$ cat src/rtl/core/deviate_weight_estimator_assert.svh
// assertion macros for the deviate weight estimator
`ifndef DEVIATE_WEIGHT_ESTIMATOR_ASSERT_SVH
`define DEVIATE_WEIGHT_ESTIMATOR_ASSERT_SVH
// implication checked at every clock edge outside reset
`define DWE_ASSERT_IMP(label, clk, rst_n, a, b) \
  label: assert property (@(posedge clk) disable iff (!rst_n) (a) |-> (b)) \
    else $error("%m: check failed");
// next-cycle implication
`define DWE_ASSERT_NXT(label, clk, rst_n, a, b) \
  label: assert property (@(posedge clk) disable iff (!rst_n) (a) |=> (b)) \
    else $error("%m: check failed");
`endif

$ cat src/rtl/core/dwe_pkg.sv
// package of the deviate weight estimator
package dwe_pkg;
  localparam int unsigned DATA_W = 32;
  localparam int unsigned FRAC_W = 16;
  localparam int unsigned POS_W  = 6;
  localparam logic [DATA_W-1:0] SAT32 = '1;
  localparam logic [FRAC_W-1:0] FLOOR_FRACTION_RESET = 16'd3277;
  typedef logic [DATA_W-1:0] data_t;
endpackage

$ cat src/rtl/core/dwe_recip.sv
// iterative restoring divider: floor(2^48 / v^2), saturated
module dwe_recip (
  input  logic           clk,
  input  logic           rst_n,
  input  logic           start,
  input  dwe_pkg::data_t v,
  output logic           done,
  output dwe_pkg::data_t q
);
  import dwe_pkg::*;
  // divide 2^48 by 64-bit square, one quotient bit per cycle over 49 bits
  logic [63:0] sq_r;
  logic [64:0] rem_r, rem_sh;
  logic [48:0] quo_r;
  logic [5:0]  cnt_r;
  logic        busy_r, sqz_r, done_r;
  logic [5:0]  st_r;

  assign rem_sh = {rem_r[63:0], (cnt_r == 6'd48)};

  always_ff @(posedge clk) begin
    if (!rst_n) begin
      busy_r <= 1'b0;
      done_r <= 1'b0;
    end else begin
      done_r <= 1'b0;
      if (start && !busy_r) begin
        busy_r <= 1'b1;
        cnt_r  <= 6'd48;
        st_r   <= 6'd0;
        sq_r   <= 64'(v) * 64'(v);
        sqz_r  <= (v == '0);
        rem_r  <= '0;
        quo_r  <= '0;
      end else if (busy_r) begin
        if (st_r == 6'd0) begin
          st_r <= 6'd1;
        end else begin
          if (rem_sh >= {1'b0, sq_r}) begin
            rem_r <= rem_sh - {1'b0, sq_r};
            quo_r <= {quo_r[47:0], 1'b1};
          end else begin
            rem_r <= rem_sh;
            quo_r <= {quo_r[47:0], 1'b0};
          end
          if (cnt_r == 6'd0) begin
            busy_r <= 1'b0;
            done_r <= 1'b1;
          end else begin
            cnt_r <= cnt_r - 6'd1;
          end
        end
      end
    end
  end

  assign done = done_r;
  assign q = (sqz_r || (quo_r[48:32] != '0)) ? SAT32 : quo_r[31:0];
endmodule

$ cat config.mk
export PLATFORM = sky130hd
export DESIGN_NAME = dwe_recip
export DESIGN_NICKNAME = d
export VERILOG_FILES = /design/src/rtl/core/deviate_weight_estimator_assert.svh /design/src/rtl/core/dwe_pkg.sv /design/src/rtl/core/dwe_recip.sv
export SDC_FILE = /design/constraint.sdc
export NUM_CORES = 2
export LEC_CHECK = 0
export BUFFER_PORTS_ARGS = -buffer_cell sky130_fd_sc_hd__buf_4
export CAP_MARGIN = 15
export CELL_PAD_IN_SITES_DETAIL_PLACEMENT = 1
export CELL_PAD_IN_SITES_GLOBAL_PLACEMENT = 2
export CORE_MARGIN = 1.5
export CORE_UTILIZATION = 39
export DETAILED_ROUTE_END_ITERATION = 8
export PLACE_DENSITY_LB_ADDON = 0.1
export SLEW_MARGIN = 0
export SYNTH_ARGS = -nofsm -noshare
export SYNTH_HDL_FRONTEND = slang
export SYNTH_SLANG_ARGS = --single-unit
export TNS_END_PERCENT = 50
$ cat constraint.sdc
create_clock -name clk -period 11.4 [get_ports clk]
set_clock_uncertainty 0.2 [all_clocks]
set_input_delay 2.28 -clock clk [delete_from_list [all_inputs] [get_ports clk]]
set_output_delay 2.28 -clock clk [all_outputs]
set_load 0.02 [all_outputs]
==> out/qor.txt <==
Status -> finished clean
Yosys top cell by area -> fa_1
Die Span Y -> 327 um
Number of synthesized flops with an enable pin -> 184
Starting Density -> 0.395
Core area -> 104,000 um2
Worst EP required -> 11,410 ps
RePlAce Congestion -> 0.860
Setup TNS -> 0 ps
ANT nets after route -> 0
Detailed-router iteration count before antenna repair -> 6
Max_slew headroom -> 0.297
Antenna Cells -> 0
Routed wire length -> 121,000 um
Min-Delay Path Depth -> 1
Via count -> 28,451
TritonCTS clock tree -> done
Worst Path Max Fanout -> 29
Final Max Tran Viols -> 0
Crit path time final -> 10,370 ps
Clock latency on the worst-skew pair -> 470 ps
Io pins -> 68
Final Cycle Share -> 0.910
Post-synthesis sequential area ratio -> 0.136
Syn Nets -> 5,500
Root Buffer Master -> clkbuf_16
Vias in the first global route -> 31,958
Final Hold Fails -> 0
Hold_buf cts -> 0
Crit path max-delay cell type -> or4_4
Layout Nets -> 5,439
Routed wire length per instance -> 21.4 um
Largest net degree at the start of global routing -> 65
Synth-to-Final Area Change -> 5.90%
RSZ-0062 raised after global routing -> false
First-pass GRT wire length -> 191,000 um
FILL cells -> 11,801
H-Tree Depth -> 4
Dpl hpwl -> 97,400 um
Setup violators final -> 0
Total Die Area -> 107,000 um2
GRT Total Usage -> 0.233
Critical Path Stages -> 26
Arr. time, crit path -> 10,380 ps
Hold Worst Slack -> 336 ps
Peak Freq -> 0.0964 GHz
Clock buffer depth -> 2
Setup Crit Path Kind -> input port to flip-flop
Min-Delay Path Class -> flip-flop to flip-flop
Fin cells -> 5,638
# Post-CTS Setup Buffers -> 0
Top-area cell type share of the netlist area -> 0.387
Syn avg cell area -> 9.51 um2
R2R depth -> 14
Worst slew pin tran -> 1030 ps
CTS resizes -> 0
Max cap viols -> 0
Yosys cell types -> 81
Synth warnings -> 0
Initial antenna violation count -> 3
Initial drt markers -> 1,344
Mapped Cells -> 4,306
Top delay family on crit path -> adder cells
Vias/cell -> 5.05
Cts bufs inserted -> 17
Commonest non-fill, non-tap cell in the layout -> inv_1
Synth async-reset ratio -> 0
CP dominant cell by count -> fa_1
GRT overflow -> 0
Worst setup SP type -> input port
Worst-path clk slew -> 70 ps
Chip width -> 327 um
Port bufs -> 67
Buf+Inv Stages, Crit Path -> 6
Top post-synthesis cells by area -> fa_1, edfxtp_1, ha_1, inv_1, and2_1
Cell area after technology mapping -> 41,000 um2
Row cnt -> 118
Commonest cells after routing, fill and taps aside -> inv_1, fa_1, ha_1, nand2_1, and2_1
Share of cells above drive strength 1 -> 0.0425
# clock sinks -> 186
Ys flop type -> edfxtp_1
Worst Setup End Kind -> flip-flop
Largest stage delay on the critical path -> 580 ps
Placed insts -> 5,606
DR DRC count -> 0
#FFs+latches synth -> 186
-- Yosys cell counts, drive strengths merged, types with 5 or more instances --
cell / instances
a31o: 12
a21oi: 150
buf: 16
nand2b: 55
o21bai: 26
fa: 792
and3: 17
xor2: 74
a211oi: 22
and2: 288
ha: 367
o22ai: 9
o221ai: 5
a221oi: 5
or2: 10
edfxtp: 184
a21o: 73
xnor2: 89
and4: 8
a31oi: 19
o31ai: 6
clkbuf: 169
nand3: 26
nand2: 347
nor3: 25
o211ai: 17
a41oi: 7
nor2: 161
inv: 1045
mux2i: 46
nor4: 15
nand4: 38
o21ai: 78
o21a: 21
nor2b: 22
-- kinds of logic (layout without fill, tap and decap cells) --
logic type | Yosys count | in the layout | share of synthesized area
multiplexers | 48 | 48 | 0.0118
AO/OA/AOI/OAI | 489 | 489 | 0.0783
AND/OR/NAND/NOR | 1029 | 1029 | 0.126
adder cells (fa/ha/maj) | 1159 | 1159 | 0.499
flip-flops | 186 | 186 | 0.136
XOR/XNOR | 163 | 163 | 0.0349
buffers and inverters | 1232 | 1184 | 0.114
-- layer usage --
layer / track usage / up-vias / routed length [um]
met2: 0.373 / 452 / 55000
met1: 0.352 / 14775 / 60700
met5: 0 / - / 0
li1: - / 13143 / -
met4: 0.0359 / 0 / 1390
met3: 0.0151 / 81 / 3670
-- area by class of cell --
type,instances,area (um2),area share
Timing Repair Buffer,105,788,0.0182
Multi-Input combinational cell,2888,30800,0.709
Tap cell,1380,1730,0.0398
Inverter,1047,3930,0.0906
Clock inverter,15,179,0.00412
Sequential cell,186,5570,0.128
Clock buffer,17,425,0.00981
-- stage by stage --
stage / area, um2 / setup WS [ps] / utilization
3_3_place_gp: 42800 / 584 / 0.412
6_report: 43400 / 1030 / 0.418
5_1_grt: 43400 / 621 / 0.418
4_1_cts: 43400 / 955 / 0.418
3_5_place_dp: 42800 / 452 / 0.412
2_1_floorplan: 41000 / 1470 / -
-- sequential cells by signal, indices dropped and copies added (netlist names) --
register	count
cnt_r	6
rem_r	64
busy_r	1
st_r	1
sq_r	63
sqz_r	1
quo_r	49
done	1
-- final timing paths --
check | start | to | slack (ps)
setup / recovery | v[7] | sq_r[60] | 1030
hold / removal | st_r[0] | busy_r | 340
setup reg to reg | cnt_r[2] | rem_r[26] | 6170
hold reg to reg | st_r[0] | busy_r | 340
Power is left out: the tool's default activity adds up to more than one toggle a clock period on the data nets, which glitch-free logic cannot reach.
